$ cat src/hw/rtl/hdc_pkg.sv
package hdc_pkg;

	// Angle format and behavioural constants.
	localparam int MAX_DETENTS     = 1024;
	localparam int ANGLE_FRAC_BITS = 6;
	localparam int RESYNC_TIMEOUT  = 1000;
	localparam int GUARD_MIN       = 30 << ANGLE_FRAC_BITS;
	localparam int FREE_RESYNC     = 2 << ANGLE_FRAC_BITS;
	localparam int DEADBAND        = 3;
	localparam int HID_MAX         = 1023;

	// Shared divider geometry.
	localparam int DIV_W     = 28;
	localparam int DEN_W     = 18;
	localparam int DIV_CNT_W = $clog2(DIV_W);

	// Configuration port.
	localparam int CFG_IDX_W  = 3;
	localparam int CFG_DATA_W = 16;
	localparam logic [CFG_IDX_W-1:0] REG_ENABLE       = 3'd0;
	localparam logic [CFG_IDX_W-1:0] REG_RANGE_SPAN   = 3'd1;
	localparam logic [CFG_IDX_W-1:0] REG_CENTER       = 3'd2;
	localparam logic [CFG_IDX_W-1:0] REG_DETENT_TOTAL = 3'd3;
	localparam logic [CFG_IDX_W-1:0] REG_DETENT_GAIN  = 3'd4;

	// Datapath operations issued by the controller.
	typedef enum logic [4:0] {
		OP_NONE,
		OP_LOAD,
		OP_CLR_FIRST,
		OP_SNAP_FREE,
		OP_SET_IDX0,
		OP_DIV_IDX,
		OP_TAKE_IDX,
		OP_DIV_POS,
		OP_TAKE_POS,
		OP_MUL_GUARD,
		OP_MUL_DEV,
		OP_TIMES10,
		OP_RESYNC_END,
		OP_INC,
		OP_DEC,
		OP_MUL_BLEND,
		OP_BLEND_ISSUE,
		OP_FREE_TRACK,
		OP_DIV_HID_DET,
		OP_DIV_HID_FREE,
		OP_HID_ZERO,
		OP_HID_MAX,
		OP_TAKE_HID,
		OP_EMIT
	} op_t;

	// Status flags returned to the controller.
	typedef struct packed {
		logic div_done;
		logic enable;
		logic cmd;
		logic first;
		logic n_zero;
		logic span_zero;
		logic frozen;
		logic resync;
		logic near;
		logic timeout;
		logic step_up;
		logic step_down;
		logic gain_full;
		logic x_neg;
		logic x_big;
		logic out_busy;
	} status_t;

endpackage

$ cat src/hw/rtl/haptic_detent_controller.sv
// A transaction runs from acceptance until its result is presented. A snap with detents
// runs the shared radix-2 divider up to three times in turn: for the index, the position
// and the HID level.
// Throughput: one transaction at a time; the next is accepted at the edge after the result
// is loaded into the output register, which waits while an earlier result is stalled.
// Reset: asynchronous, active low; control and configuration registers take their defaults.
module haptic_detent_controller (
	input  logic                           clk,
	input  logic                           arst_n,
	input  logic                           cfg_write,
	input  logic [hdc_pkg::CFG_IDX_W-1:0]  cfg_index,
	input  logic [hdc_pkg::CFG_DATA_W-1:0] cfg_data,
	input  logic                           in_valid,
	output logic                           in_stall,
	input  logic                           command,
	input  logic signed [23:0]             motor_angle,
	input  logic signed [23:0]             request_angle,
	input  logic [31:0]                    now_ms,
	output logic                           out_valid,
	input  logic                           out_stall,
	output logic signed [23:0]             target_angle,
	output logic                           target_written,
	output logic signed [11:0]             detent_index,
	output logic [9:0]                     hid_level,
	output logic                           resync_active
);

	hdc_pkg::op_t     op;
	hdc_pkg::status_t status;

	hdc_ctrl u_ctrl (
		.clk      (clk),
		.arst_n   (arst_n),
		.in_valid (in_valid),
		.in_stall (in_stall),
		.status   (status),
		.op       (op)
	);

	hdc_datapath u_dp (
		.clk            (clk),
		.arst_n         (arst_n),
		.cfg_write      (cfg_write),
		.cfg_index      (cfg_index),
		.cfg_data       (cfg_data),
		.command        (command),
		.motor_angle    (motor_angle),
		.request_angle  (request_angle),
		.now_ms         (now_ms),
		.op             (op),
		.status         (status),
		.out_valid      (out_valid),
		.out_stall      (out_stall),
		.target_angle   (target_angle),
		.target_written (target_written),
		.detent_index   (detent_index),
		.hid_level      (hid_level),
		.resync_active  (resync_active)
	);

endmodule

$ cat src/hw/rtl/hdc_div.sv
module hdc_div (
	input  logic                           clk,
	input  logic                           arst_n,
	input  logic                           start,
	input  logic [hdc_pkg::DIV_W-1:0]      num,
	input  logic [hdc_pkg::DEN_W-1:0]      den,
	output logic                           done,
	output logic [hdc_pkg::DIV_W-1:0]      quot
);

	logic                             busy_q;
	logic                             done_q;
	logic [hdc_pkg::DIV_CNT_W-1:0]    cnt_q;
	logic [hdc_pkg::DEN_W-1:0]        den_q;
	logic [hdc_pkg::DEN_W-1:0]        rem_q;
	logic [hdc_pkg::DIV_W-1:0]        quo_q;
	logic [hdc_pkg::DEN_W:0]          trial;
	logic                             fits;

	// One quotient bit per cycle, restoring.
	assign trial = {rem_q, quo_q[hdc_pkg::DIV_W-1]};
	assign fits  = trial >= {1'b0, den_q};

	always_ff @(posedge clk or negedge arst_n) begin
		if (!arst_n) begin
			busy_q <= 1'b0;
			done_q <= 1'b0;
			cnt_q  <= '0;
		end else begin
			done_q <= 1'b0;
			if (start) begin
				busy_q <= 1'b1;
				cnt_q  <= '0;
			end else if (busy_q) begin
				cnt_q <= cnt_q + 1'b1;
				if (cnt_q == hdc_pkg::DIV_CNT_W'(hdc_pkg::DIV_W - 1)) begin
					busy_q <= 1'b0;
					done_q <= 1'b1;
				end
			end
		end
	end

	// Remainder and quotient shift register.
	always_ff @(posedge clk) begin
		if (start) begin
			den_q <= den;
			rem_q <= '0;
			quo_q <= num;
		end else if (busy_q) begin
			rem_q <= fits ? hdc_pkg::DEN_W'(trial - {1'b0, den_q}) : trial[hdc_pkg::DEN_W-1:0];
			quo_q <= {quo_q[hdc_pkg::DIV_W-2:0], fits};
		end
	end

	assign done = done_q;
	assign quot = quo_q;

endmodule

$ cat src/hw/rtl/hdc_datapath.sv
module hdc_datapath (
	input  logic                              clk,
	input  logic                              arst_n,
	input  logic                              cfg_write,
	input  logic [hdc_pkg::CFG_IDX_W-1:0]     cfg_index,
	input  logic [hdc_pkg::CFG_DATA_W-1:0]    cfg_data,
	input  logic                              command,
	input  logic signed [23:0]                motor_angle,
	input  logic signed [23:0]                request_angle,
	input  logic [31:0]                       now_ms,
	input  hdc_pkg::op_t                      op,
	output hdc_pkg::status_t                  status,
	output logic                              out_valid,
	input  logic                              out_stall,
	output logic signed [23:0]                target_angle,
	output logic                              target_written,
	output logic signed [11:0]                detent_index,
	output logic [9:0]                        hid_level,
	output logic                              resync_active
);

	// Configuration registers.
	logic               enable_q;
	logic [15:0]        span_q;
	logic signed [15:0] center_q;
	logic [10:0]        total_q;
	logic [8:0]         gain_q;

	// Controller state.
	logic               first_q;
	logic               resync_q;
	logic [31:0]        start_q;
	logic [10:0]        pos_q;
	logic signed [23:0] snapped_q;
	logic signed [23:0] commanded_q;

	// Per-transaction working registers.
	logic               cmd_q;
	logic signed [23:0] ang_q;
	logic [31:0]        now_q;
	logic               written_q;
	logic [35:0]        prod_q;
	logic [39:0]        p10_q;
	logic signed [35:0] bprod_q;
	logic [9:0]         hid_q;

	// Result register.
	logic               out_valid_q;
	logic signed [23:0] out_target_q;
	logic               out_written_q;
	logic signed [11:0] out_index_q;
	logic [9:0]         out_hid_q;
	logic               out_resync_q;

	// Combinational datapath.
	logic [10:0]                   n_det;
	logic signed [25:0]            lo;
	logic signed [25:0]            hi;
	logic signed [25:0]            ang_w;
	logic signed [25:0]            eff;
	logic [25:0]                   guard_dist;
	logic signed [25:0]            snap_w;
	logic signed [25:0]            cmd_w;
	logic signed [25:0]            dev;
	logic [25:0]                   adev;
	logic signed [25:0]            x_off;
	logic signed [25:0]            eff_off;
	logic [35:0]                   mul_a;
	logic [35:0]                   mul_b;
	logic [35:0]                   mul_p;
	logic [26:0]                   idx_prod;
	logic [26:0]                   pos_prod;
	logic [27:0]                   hid_det_num;
	logic [27:0]                   hid_free_num;
	logic signed [25:0]            bdiff;
	logic signed [35:0]            gain_x;
	logic signed [35:0]            bdiff_x;
	logic signed [35:0]            bshift;
	logic signed [35:0]            t_blend;
	logic signed [35:0]            t_diff;
	logic signed [25:0]            f_diff;
	logic                          blend_issue;
	logic                          free_issue;
	logic [17:0]                   span2;
	logic [17:0]                   span3;
	logic [18:0]                   span6;
	logic signed [25:0]            pos_target;
	logic                          div_start;
	logic [hdc_pkg::DIV_W-1:0]     div_num;
	logic [hdc_pkg::DEN_W-1:0]     div_den;
	logic                          div_done;
	logic [hdc_pkg::DIV_W-1:0]     div_quot;

	// Throw edges and the clamped angle.
	assign n_det  = (total_q > 11'(hdc_pkg::MAX_DETENTS)) ? 11'(hdc_pkg::MAX_DETENTS) : total_q;
	assign lo     = $signed({{10{center_q[15]}}, center_q}) - $signed({11'd0, span_q[15:1]});
	assign hi     = lo + $signed({10'd0, span_q});
	assign ang_w  = {{2{ang_q[23]}}, ang_q};
	assign eff    = (ang_w < lo) ? lo : ((ang_w > hi) ? hi : ang_w);
	assign guard_dist = (ang_w > hi) ? 26'(ang_w - hi)
		: ((ang_w < lo) ? 26'(lo - ang_w) : 26'd0);
	assign snap_w = {{2{snapped_q[23]}}, snapped_q};
	assign cmd_w  = {{2{commanded_q[23]}}, commanded_q};
	assign dev    = eff - snap_w;
	assign adev   = dev[25] ? 26'(-dev) : 26'(dev);
	assign x_off  = snap_w - lo;
	assign eff_off = eff - lo;

	assign span2 = {1'b0, span_q, 1'b0};
	assign span3 = {2'b00, span_q} + {1'b0, span_q, 1'b0};
	assign span6 = {span3, 1'b0};

	// The shared multiplier: guard distance or deviation times the detent count.
	assign mul_a = (op == hdc_pkg::OP_MUL_GUARD) ? {11'd0, guard_dist[24:0]} : {11'd0, adev[24:0]};
	assign mul_b = {25'd0, n_det};
	assign mul_p = mul_a * mul_b;

	// Divider operands.
	assign idx_prod     = {11'd0, eff_off[15:0]} * {16'd0, n_det};
	assign pos_prod     = {16'd0, pos_q} * {11'd0, span_q};
	assign hid_det_num  = {17'd0, pos_q} * 28'(hdc_pkg::HID_MAX);
	assign hid_free_num = {12'd0, x_off[15:0]} * 28'(hdc_pkg::HID_MAX);

	always_comb begin
		div_start = 1'b0;
		div_num   = '0;
		div_den   = '0;
		case (op)
			hdc_pkg::OP_DIV_IDX: begin
				div_start = 1'b1;
				div_num   = {idx_prod, 1'b0} + {12'd0, span_q};
				div_den   = span2;
			end
			hdc_pkg::OP_DIV_POS: begin
				div_start = 1'b1;
				div_num   = {pos_prod, 1'b0} + {17'd0, n_det};
				div_den   = {6'd0, n_det, 1'b0};
			end
			hdc_pkg::OP_DIV_HID_DET: begin
				div_start = 1'b1;
				div_num   = hid_det_num;
				div_den   = {7'd0, n_det};
			end
			hdc_pkg::OP_DIV_HID_FREE: begin
				div_start = 1'b1;
				div_num   = hid_free_num;
				div_den   = {2'd0, span_q};
			end
			default: begin
				div_start = 1'b0;
			end
		endcase
	end

	hdc_div u_div (
		.clk    (clk),
		.arst_n (arst_n),
		.start  (div_start),
		.num    (div_num),
		.den    (div_den),
		.done   (div_done),
		.quot   (div_quot)
	);

	// Blend toward the snapped target by the detent strength.
	assign bdiff       = snap_w - eff;
	assign gain_x      = {27'd0, gain_q};
	assign bdiff_x     = {{10{bdiff[25]}}, bdiff};
	assign bshift      = (bprod_q + 36'sd128) >>> 8;
	assign t_blend     = {{10{eff[25]}}, eff} + bshift;
	assign t_diff      = t_blend - {{10{cmd_w[25]}}, cmd_w};
	assign blend_issue = (t_diff > 36'(hdc_pkg::DEADBAND)) || (t_diff < -36'(hdc_pkg::DEADBAND));
	assign f_diff      = eff - cmd_w;
	assign free_issue  = (f_diff > 26'(hdc_pkg::DEADBAND)) || (f_diff < -26'(hdc_pkg::DEADBAND));

	assign pos_target = lo + $signed({1'b0, div_quot[24:0]});

	// Configuration and state updates.
	always_ff @(posedge clk or negedge arst_n) begin
		if (!arst_n) begin
			enable_q    <= 1'b1;
			span_q      <= 16'd11520;
			center_q    <= 16'sd5760;
			total_q     <= 11'd18;
			gain_q      <= 9'd256;
			first_q     <= 1'b1;
			resync_q    <= 1'b0;
			start_q     <= '0;
			pos_q       <= '0;
			snapped_q   <= '0;
			commanded_q <= '0;
			written_q   <= 1'b0;
			out_valid_q <= 1'b0;
		end else begin
			if (cfg_write) begin
				case (cfg_index)
					hdc_pkg::REG_ENABLE: begin
						enable_q <= cfg_data[0];
						first_q  <= 1'b1;
					end
					hdc_pkg::REG_RANGE_SPAN: begin
						span_q  <= cfg_data;
						first_q <= 1'b1;
					end
					hdc_pkg::REG_CENTER: begin
						center_q <= $signed(cfg_data);
						first_q  <= 1'b1;
					end
					hdc_pkg::REG_DETENT_TOTAL: begin
						total_q <= cfg_data[10:0];
						first_q <= 1'b1;
					end
					hdc_pkg::REG_DETENT_GAIN: begin
						gain_q <= cfg_data[8:0];
					end
					default: begin
					end
				endcase
			end
			case (op)
				hdc_pkg::OP_LOAD: begin
					written_q <= 1'b0;
				end
				hdc_pkg::OP_CLR_FIRST: begin
					first_q <= 1'b0;
				end
				hdc_pkg::OP_SNAP_FREE: begin
					pos_q       <= '0;
					snapped_q   <= eff[23:0];
					commanded_q <= eff[23:0];
					written_q   <= 1'b1;
					resync_q    <= 1'b1;
					start_q     <= now_q;
				end
				hdc_pkg::OP_SET_IDX0: begin
					pos_q <= '0;
				end
				hdc_pkg::OP_TAKE_IDX: begin
					pos_q <= (div_quot > {17'd0, n_det}) ? n_det : div_quot[10:0];
				end
				hdc_pkg::OP_TAKE_POS: begin
					snapped_q   <= pos_target[23:0];
					commanded_q <= pos_target[23:0];
					written_q   <= 1'b1;
					resync_q    <= 1'b1;
					start_q     <= now_q;
				end
				hdc_pkg::OP_RESYNC_END: begin
					resync_q <= 1'b0;
					start_q  <= '0;
				end
				hdc_pkg::OP_INC: begin
					pos_q <= pos_q + 1'b1;
				end
				hdc_pkg::OP_DEC: begin
					pos_q <= pos_q - 1'b1;
				end
				hdc_pkg::OP_BLEND_ISSUE: begin
					if (blend_issue) begin
						commanded_q <= t_blend[23:0];
						written_q   <= 1'b1;
					end
				end
				hdc_pkg::OP_FREE_TRACK: begin
					snapped_q <= eff[23:0];
					if (free_issue) begin
						commanded_q <= eff[23:0];
						written_q   <= 1'b1;
					end
				end
				default: begin
				end
			endcase
			// Result register valid flag.
			if (op == hdc_pkg::OP_EMIT) begin
				out_valid_q <= 1'b1;
			end else if (!out_stall) begin
				out_valid_q <= 1'b0;
			end
		end
	end

	// Working registers and result payload.
	always_ff @(posedge clk) begin
		case (op)
			hdc_pkg::OP_LOAD: begin
				cmd_q <= command;
				ang_q <= command ? request_angle : motor_angle;
				now_q <= now_ms;
			end
			hdc_pkg::OP_MUL_GUARD, hdc_pkg::OP_MUL_DEV: begin
				prod_q <= mul_p;
			end
			hdc_pkg::OP_TIMES10: begin
				p10_q <= ({4'd0, prod_q} << 3) + ({4'd0, prod_q} << 1);
			end
			hdc_pkg::OP_MUL_BLEND: begin
				bprod_q <= gain_x * bdiff_x;
			end
			hdc_pkg::OP_HID_ZERO: begin
				hid_q <= '0;
			end
			hdc_pkg::OP_HID_MAX: begin
				hid_q <= 10'(hdc_pkg::HID_MAX);
			end
			hdc_pkg::OP_TAKE_HID: begin
				hid_q <= (div_quot > 28'(hdc_pkg::HID_MAX)) ? 10'(hdc_pkg::HID_MAX) : div_quot[9:0];
			end
			hdc_pkg::OP_EMIT: begin
				out_target_q  <= commanded_q;
				out_written_q <= written_q;
				out_index_q   <= (!enable_q || n_det == 11'd0) ? -12'sd1 : $signed({1'b0, pos_q});
				out_hid_q     <= hid_q;
				out_resync_q  <= resync_q;
			end
			default: begin
			end
		endcase
	end

	// Status towards the controller.
	always_comb begin
		status.div_done  = div_done;
		status.enable    = enable_q;
		status.cmd       = cmd_q;
		status.first     = first_q;
		status.n_zero    = (n_det == 11'd0);
		status.span_zero = (span_q == 16'd0);
		status.frozen    = (guard_dist > 26'(hdc_pkg::GUARD_MIN))
			&& (n_det == 11'd0 || prod_q > {18'd0, span2});
		status.resync    = resync_q;
		status.near      = (n_det != 11'd0) ? (p10_q < {22'd0, span3})
			: (adev < 26'(hdc_pkg::FREE_RESYNC));
		status.timeout   = (now_q - start_q) > 32'(hdc_pkg::RESYNC_TIMEOUT);
		status.step_up   = !dev[25] && (dev != 26'sd0) && (p10_q > {21'd0, span6})
			&& (pos_q < n_det);
		status.step_down = dev[25] && (p10_q > {21'd0, span6}) && (pos_q != 11'd0);
		status.gain_full = gain_q[8];
		status.x_neg     = x_off[25];
		status.x_big     = x_off >= $signed({10'd0, span_q});
		status.out_busy  = out_valid_q && out_stall;
	end

	assign out_valid      = out_valid_q;
	assign target_angle   = out_target_q;
	assign target_written = out_written_q;
	assign detent_index   = out_index_q;
	assign hid_level      = out_hid_q;
	assign resync_active  = out_resync_q;

	// A loaded result is always presented on the next cycle.
	a_emit_valid: assert property (@(posedge clk) disable iff (!arst_n)
		(op == hdc_pkg::OP_EMIT) |=> out_valid_q)
		else $error("result not presented after load");

	// The detent index never passes the detent count.
	a_pos_cap: assert property (@(posedge clk) disable iff (!arst_n)
		(op == hdc_pkg::OP_TAKE_IDX || op == hdc_pkg::OP_INC) |=> (pos_q <= $past(n_det)))
		else $error("detent index beyond detent count");

	// A new detent target is issued and starts a resync.
	a_pos_issue: assert property (@(posedge clk) disable iff (!arst_n)
		(op == hdc_pkg::OP_TAKE_POS) |=> (resync_q && written_q && commanded_q == snapped_q))
		else $error("detent target not issued with resync");

endmodule

$ cat src/hw/rtl/hdc_ctrl.sv
module hdc_ctrl (
	input  logic             clk,
	input  logic             arst_n,
	input  logic             in_valid,
	output logic             in_stall,
	input  hdc_pkg::status_t status,
	output hdc_pkg::op_t     op
);

	typedef enum logic [3:0] {
		S_IDLE,
		S_DISPATCH,
		S_SNAP,
		S_IDX_WAIT,
		S_POS_START,
		S_POS_WAIT,
		S_GUARD_MUL,
		S_GUARD_CHK,
		S_DEV_X10,
		S_DECIDE,
		S_BLEND,
		S_HID,
		S_HID_WAIT,
		S_EMIT
	} state_t;

	state_t state_q;
	state_t state_d;

	assign in_stall = (state_q != S_IDLE);

	// Sequencing of datapath operations for one transaction.
	always_comb begin
		state_d = state_q;
		op      = hdc_pkg::OP_NONE;
		case (state_q)
			S_IDLE: begin
				if (in_valid) begin
					op      = hdc_pkg::OP_LOAD;
					state_d = S_DISPATCH;
				end
			end
			S_DISPATCH: begin
				if (!status.enable) begin
					state_d = S_HID;
				end else if (status.cmd || status.first) begin
					if (!status.cmd) begin
						op = hdc_pkg::OP_CLR_FIRST;
					end
					state_d = S_SNAP;
				end else begin
					state_d = S_GUARD_MUL;
				end
			end
			S_SNAP: begin
				if (status.n_zero) begin
					op      = hdc_pkg::OP_SNAP_FREE;
					state_d = S_HID;
				end else if (status.span_zero) begin
					op      = hdc_pkg::OP_SET_IDX0;
					state_d = S_POS_START;
				end else begin
					op      = hdc_pkg::OP_DIV_IDX;
					state_d = S_IDX_WAIT;
				end
			end
			S_IDX_WAIT: begin
				if (status.div_done) begin
					op      = hdc_pkg::OP_TAKE_IDX;
					state_d = S_POS_START;
				end
			end
			S_POS_START: begin
				op      = hdc_pkg::OP_DIV_POS;
				state_d = S_POS_WAIT;
			end
			S_POS_WAIT: begin
				if (status.div_done) begin
					op      = hdc_pkg::OP_TAKE_POS;
					state_d = S_HID;
				end
			end
			S_GUARD_MUL: begin
				op      = hdc_pkg::OP_MUL_GUARD;
				state_d = S_GUARD_CHK;
			end
			S_GUARD_CHK: begin
				if (status.frozen) begin
					state_d = S_HID;
				end else begin
					op      = hdc_pkg::OP_MUL_DEV;
					state_d = S_DEV_X10;
				end
			end
			S_DEV_X10: begin
				op      = hdc_pkg::OP_TIMES10;
				state_d = S_DECIDE;
			end
			S_DECIDE: begin
				state_d = S_HID;
				if (status.resync) begin
					if (status.near || status.timeout) begin
						op = hdc_pkg::OP_RESYNC_END;
					end
				end else if (status.n_zero) begin
					op = hdc_pkg::OP_FREE_TRACK;
				end else if (status.step_up) begin
					op      = hdc_pkg::OP_INC;
					state_d = S_POS_START;
				end else if (status.step_down) begin
					op      = hdc_pkg::OP_DEC;
					state_d = S_POS_START;
				end else if (!status.gain_full) begin
					op      = hdc_pkg::OP_MUL_BLEND;
					state_d = S_BLEND;
				end
			end
			S_BLEND: begin
				op      = hdc_pkg::OP_BLEND_ISSUE;
				state_d = S_HID;
			end
			S_HID: begin
				if (!status.n_zero) begin
					op      = hdc_pkg::OP_DIV_HID_DET;
					state_d = S_HID_WAIT;
				end else if (status.span_zero || status.x_neg) begin
					op      = hdc_pkg::OP_HID_ZERO;
					state_d = S_EMIT;
				end else if (status.x_big) begin
					op      = hdc_pkg::OP_HID_MAX;
					state_d = S_EMIT;
				end else begin
					op      = hdc_pkg::OP_DIV_HID_FREE;
					state_d = S_HID_WAIT;
				end
			end
			S_HID_WAIT: begin
				if (status.div_done) begin
					op      = hdc_pkg::OP_TAKE_HID;
					state_d = S_EMIT;
				end
			end
			S_EMIT: begin
				if (!status.out_busy) begin
					op      = hdc_pkg::OP_EMIT;
					state_d = S_IDLE;
				end
			end
			default: begin
				state_d = S_IDLE;
			end
		endcase
	end

	// State register.
	always_ff @(posedge clk or negedge arst_n) begin
		if (!arst_n) begin
			state_q <= S_IDLE;
		end else begin
			state_q <= state_d;
		end
	end

endmodule

$ cat config.mk
export PLATFORM = sky130hd
export DESIGN_NAME = haptic_detent_controller
export DESIGN_NICKNAME = d
export VERILOG_FILES = /design/src/hw/rtl/hdc_pkg.sv /design/src/hw/rtl/haptic_detent_controller.sv /design/src/hw/rtl/hdc_div.sv /design/src/hw/rtl/hdc_datapath.sv /design/src/hw/rtl/hdc_ctrl.sv
export SDC_FILE = /design/constraint.sdc
export NUM_CORES = 2
export LEC_CHECK = 0
export BUFFER_PORTS_ARGS = -buffer_cell sky130_fd_sc_hd__buf_2
export CAP_MARGIN = 20
export CORE_AREA = 5 5 376 378
export DETAILED_ROUTE_END_ITERATION = 6
export DIE_AREA = 0 0 381 383
export GPL_TIMING_DRIVEN = 0
export PLACE_DENSITY = 0.71
export SYNTH_ARGS = -nofsm -noshare
export SYNTH_HDL_FRONTEND = slang
export SYNTH_HIERARCHICAL = 1
export SYNTH_SLANG_ARGS = --single-unit
$ cat constraint.sdc
create_clock -name clk -period 21.1 [get_ports clk]
set_clock_uncertainty 0.2 [all_clocks]
set_input_delay 2.11 -clock clk [delete_from_list [all_inputs] [get_ports clk]]
set_output_delay 2.11 -clock clk [all_outputs]
set_load 0.01 [all_outputs]
; Yosys cells after proc, flatten, opt, wreduce, memory -nomap -nowiden
; Index checks and enable logic that the tools add are counted.
[word_totals]
register_bits = 450
[classes]
n_eq_ne = 49
muxes = 82
n_lt_le_gt_ge = 18
reduce_logical = 48
addsub = 23
mul = 6
[op_table]
columns = op, count
row1 = 26-bit 2-to-1 mux, 5
row2 = 28-bit one-hot mux with 4 select lines, 1
row3 = 24-bit one-hot mux with 4 select lines, 1
row4 = 24-bit 2-to-1 mux, 3
row5 = 5-bit one-hot mux with 14 select lines, 1
row6 = 4-bit 2-to-1 mux, 17
row7 = 17-bit one-hot mux with 4 select lines, 1
row8 = 5-bit 2-to-1 mux, 13
row9 = 32-bit one-hot mux with 2 select lines, 1
row10 = 28-bit 2-to-1 mux, 2
row11 = 4-bit one-hot mux with 14 select lines, 1
row12 = 24-bit by 26-bit subtractor with 26-bit output, 2
row13 = 26-bit by 24-bit subtractor with 26-bit output, 2
row14 = 24-bit one-hot mux with 2 select lines, 1
row15 = "5-bit == test, second input constant", 9
row16 = 11-bit one-hot mux with 4 select lines, 1
row17 = 39-bit by 37-bit adder with 40-bit output, 1
row18 = "5-bit by 4-bit == test with 1-bit output, second input constant", 8
row19 = 40-bit by 19-bit > comparator with 1-bit output, 1
row20 = 40-bit by 18-bit < comparator with 1-bit output, 1
row21 = "36-bit by 9-bit adder with 36-bit output, second input constant", 1
row22 = 36-bit by 17-bit > comparator with 1-bit output, 1
row23 = "36-bit by 3-bit > comparator with 1-bit output, second input constant", 1
row24 = "36-bit by 3-bit < comparator with 1-bit output, second input constant", 1
row25 = 76 further kinds, 150

; Logic depth before layout (Yosys ltp)
[logic_depth]
word_depth = 18
depth_mapped = 85

; By module
; The synthesis kept the hierarchy.
[modules_own_cells]
columns = mod, area_each_um2, cells_each, n_inst, seq_area_each_um2
row1 = hdc_datapath, 70531.4, 8072, 1, 10296.1
row2 = hdc_div, 3865.0, 341, 1, 1916.8
row3 = hdc_ctrl, 830.8, 130, 1, 100.1

; Least setup slack after synthesis
; Ideal clock, no wire load.
[synth_path]
path_kind = flip-flop to flip-flop
start = register u_dp.span_q[2]
end = register u_dp.prod_q[34], data pin
stages_incl_launch_ff = 78
slack_ns = 3.025
arrival_ns = 17.617
t_required_ns = 20.642
path_buffers = 6
setup_time_ns = 0.258
cell_sequence = dfrtp_1 -> clkbuf_1 -> clkinv_1 -> fa_1 -> a211oi_1 -> o21ai_0 -> and3_1 -> nor2_1 -> inv_1 -> a31oi_1 -> xor2_1 -> inv_1 -> ha_1 -> or3_1 -> o31ai_1 -> xnor2_1 -> ha_1 -> a2111oi_0 -> [... 42 more ...] -> fa_1 -> fa_1 -> inv_1 -> fa_1 -> inv_1 -> ha_1 -> o21a_1 -> o21ai_0 -> o21ai_0 -> a21oi_1 -> a31oi_1 -> o21ai_0 -> o22ai_1 -> o41ai_1 -> o211a_1 -> o21bai_1 -> a21oi_1 -> xnor2_1
[synth_rtl]
columns = element, line_no
row1 = from (decl), hdc_datapath.sv:24  ; logic [15:0] span_q;
row2 = from (signal assigned), hdc_datapath.sv:202  ; span_q <= cfg_data;
row3 = to (signal assigned), hdc_datapath.sv:292  ; prod_q <= mul_p;
row4 = to (decl), hdc_datapath.sv:42  ; logic [35:0] prod_q;

==> results by group <==
Routing
  • Vias: roughly 66k
  • Routed WL: around 270000 µm
  • Wire per inst: 25.7 µm
  • Final ANT Viol Nets: 0
  • Routed vias/inst: 6.17
  • DRC viols: 0
  • DRT iter0 DRCs: between 5k and 6k
  • DRT Pass-1 Iters: 6

Yosys
  • Async set-or-reset flop fraction in the synthesized netlist: roughly 36%
  • Syn. warnings: 6
  • Post-synthesis compound-gate area fraction: 15.2%
  • Most common flop cell mapped by yosys: edfxtp_1
  • Distinct cells, synth: 118
  • Largest family of logic cells by synthesized area: adder cells
  • Post-synthesis sequential area ratio: between 10% and 20%
  • Share of the synthesized area in the top cell type: about a fifth
  • Synth Net Count: roughly 10k
  • Adder-cell share of the synthesized area: a little over a third
  • #FFs+latches synth: 442
  • Cells after Synth: about 8.5k
  • Syn_area_per_cell: between 8 and 9 µm²
  • Yosys top cell by area: fa_1
  • Post-synthesis mux area share: between 2 and 3%
  • Synth area leaders: fa_1, ha_1, edfxtp_1, inv_1, dfrtp_1
  • Mapped cell area: between 0.07 and 0.08 mm²
  • Simple-Gate Fraction of Synth Area: around 16%
  • Xor-xnor portion of the synthesized cell area: slightly below 6%
  • EDFF count, synth: between 200 and 300

Timing
  • Max-slew violation count: 0
  • Period utilization: 96.7%
  • Peak Freq: approximately 49 MHz
  • Final setup fails: 0
  • Final hold violation count: 0
  • Final Critical Period: a little over 20 ns
  • Fin Hold WS: about 0.21 ns
  • Tightest Pin Transition: around 1.4 ns
  • Slew HR: between 9 and 10%
  • Fin Setup TNS: 0 ns

Worst setup path
  • CP peak stage delay: roughly 0.78 ns
  • CP max-delay cell: dfstp_2
  • Worst path most repeated cell: a21oi_1
  • Data required, critical path: 21.34 ns
  • Crit path kind: flop to flop
  • Worst reg-to-reg path cell count: 73
  • CP max FO: 10
  • Arrival time of the worst setup path: ~21 ns
  • CP endpoint kind: flop
  • Startpoint types: flop

CTS
  • CTS max path bufs: 3
  • CTS buffer count: 57
  • H-tree depth: 2
  • Reg clk slew, reported paths: around 0.06 ns
  • CTS tree: done
  • Cts hold-fix bufs: 0
  • Root Buffer: clkbuf_16
  • Insertion delay to the later sink of the worst-skew pair: approximately 0.7 ns
  • Clock Sinks: approximately 440

Job
  • Max-Cap Viols: 0

Layout
  • Layout Area Growth over Synthesis: 8.50%
  • Net count, final: ~11k
  • Share of layout cells above drive strength 1: 8.19%

GRT
  • Initial antenna violation count: 21
  • First-pass GRT wire length: 410000 µm
  • Vias in the first global route: 66.2k
  • GR Overflow Total: 0
  • Pin count of the biggest net entering global routing: 104
  • GR Util All Layers: between 30 and 40%

Die
  • Die Area: ~0.15 mm²
  • Core area: around 0.14 mm²
  • Starting Density: 54.8%
  • Die W: around 380 µm
  • Io pins: around 160
  • Height of the die: around 380 µm
  • Cell Rows: 136

Hold path
  • Hold-critical path depth: 0
  • Worst Hold Class: flop to flop

Outcome
  • Status: complete, no violations

Placed design
  • Final RePlAce weighted congestion: 1.07
  • # port buffers: roughly 150
  • HPWL after DPL: about 220000 µm
## per-layer routing
| layer | wire length [µm] | part of all wire, % | global-route usage [%] | vias up |
|---|---|---|---|---|
| met5 | 42 | 0.015 | 0 | - |
| met1 | 106000 | 39 | 46.2 | 32600 |
| met2 | 121000 | 44 | 58.4 | 2976 |
| met3 | 27000 | 9.9 | 9.29 | 713 |
| met4 | 19900 | 7.2 | 22.1 | 6 |
| li1 | - | - | - | 29600 |
## state kept, by name, summed over array words and instances (netlist names), 4 cells and up
name	count
u_dp/ang_q	24
u_dp/center_q	16
u_dp/hid_q	10
u_dp/target_angle	24
u_dp/commanded_q	24
u_dp/span_q	16
u_dp/start_q	32
u_dp/u_div/quot	28
u_dp/total_q	11
u_dp/detent_index	12
u_dp/u_div/rem_q	18
u_dp/u_div/cnt_q	5
u_dp/p10_q	39
u_dp/snapped_q	24
u_dp/hid_level	10
u_dp/bprod_q	29
u_ctrl/state_q	4
u_dp/gain_q	9
u_dp/u_div/den_q	18
u_dp/prod_q	36
u_dp/pos_q	11
u_dp/now_q	32
## what timing repair did
| action | CTS | global route |
|---|---|---|
| endpoints found under the setup margin | 32 | 23 |
| resized for setup | 90 | 60 |
| pin swaps | 3 | 6 |
| buffers inserted | 31 | 7 |
## synth_stat cells (50+ instances only)
cell type  instances
nor3_1           148
a21oi_1          423
mux2i_1           53
a211oi_1          87
nand2b_1         126
a31oi_1           59
dfrtp_1          146
nand2_1          736
a21o_1           156
ha_1             888
xor2_1           192
nor2b_1          109
or2_2             64
xnor2_1          318
nand4_1           66
nor2_1           668
fa_1             800
o21ai_0          313
mux2_2           111
nor4_1            50
inv_1           1182
nand3_1          142
o21a_1           126
and2_1           211
and3_1            61
edfxtp_1         265
clkbuf_1         216
## cell type report
class                   instances  area [µm²]
multi-input cells            6635       57800
fillers                     12200       55500
flip-flops and latches        442       12300
inverters                    1192        4520
well taps                    1794        2240
clock buffers                  72        1600
repair buffers                229        1540
plain buffers                 269        1170
clock inverters                36         403
diodes                         11        27.5
## worst paths after layout
check                                       startpoint                               end  slack [ns]
min                            u_dp/hid_q[5]$_DFFE_PP_       u_dp/hid_level[5]$_DFFE_PP_        0.21
min reg2reg                    u_dp/hid_q[5]$_DFFE_PP_       u_dp/hid_level[5]$_DFFE_PP_        0.21
max reg2reg                u_dp/span_q[10]$_DFFE_PN1P_         u_dp/prod_q[34]$_DFFE_PP_        0.70
min in group asynchronous                       arst_n     u_ctrl/state_q[2]$_DFFE_PN0P_        1.21
max in group asynchronous                       arst_n  u_dp/commanded_q[23]$_DFFE_PN0P_       18.41
max                        u_dp/span_q[10]$_DFFE_PN1P_         u_dp/prod_q[34]$_DFFE_PP_        0.70
## worst max-delay path: cells and delay by family, from the launching register on
family          cells  cell delay (ns)
flops               1             0.78
fa+ha+maj          10             4.47
simple gates       16             3.68
compound gates     27             6.50
xor+xnor            5             1.22
mux                 1             0.33
buf+inv            14             2.86
## cell families (layout without fill, tap and decap cells)
logic type | count (synthesis) | count (layout)
compound gates | 1712 | 1712
xor+xnor | 510 | 510
mux | 174 | 174
simple gates | 2550 | 2550
other cells | 1 | 12
fa+ha+maj | 1688 | 1688
buf+inv | 1466 | 1798
flops | 442 | 442
## placed cells by master, fill, tap and decap left out, drive strengths merged, types with 127 or more instances in the layout
cell    count
xnor2     318
and2      212
o21a      127
nand2     736
a21oi     428
edfxtp    265
buf       284
nor2      668
o21ai     335
xor2      192
clkbuf    285
dfrtp     146
nor3      149
nand3     143
fa        800
ha        888
inv      1184
a21o      156
## through the flow
step,util (%),cell area (µm²),cells,setup slack (ns)
floorplan,-,75200,8543,3.03
global placement,57.0,78200,10500,-5.87
detailed placement,57.3,78600,10500,-4.64
CTS,59.2,81200,10700,0.00691
global route,59.5,81600,10700,-0.0598
finish,59.5,81600,10700,0.703
Power is left out: the tool's default activity adds up to more than one toggle a clock period on the data nets, which glitch-free logic cannot reach.
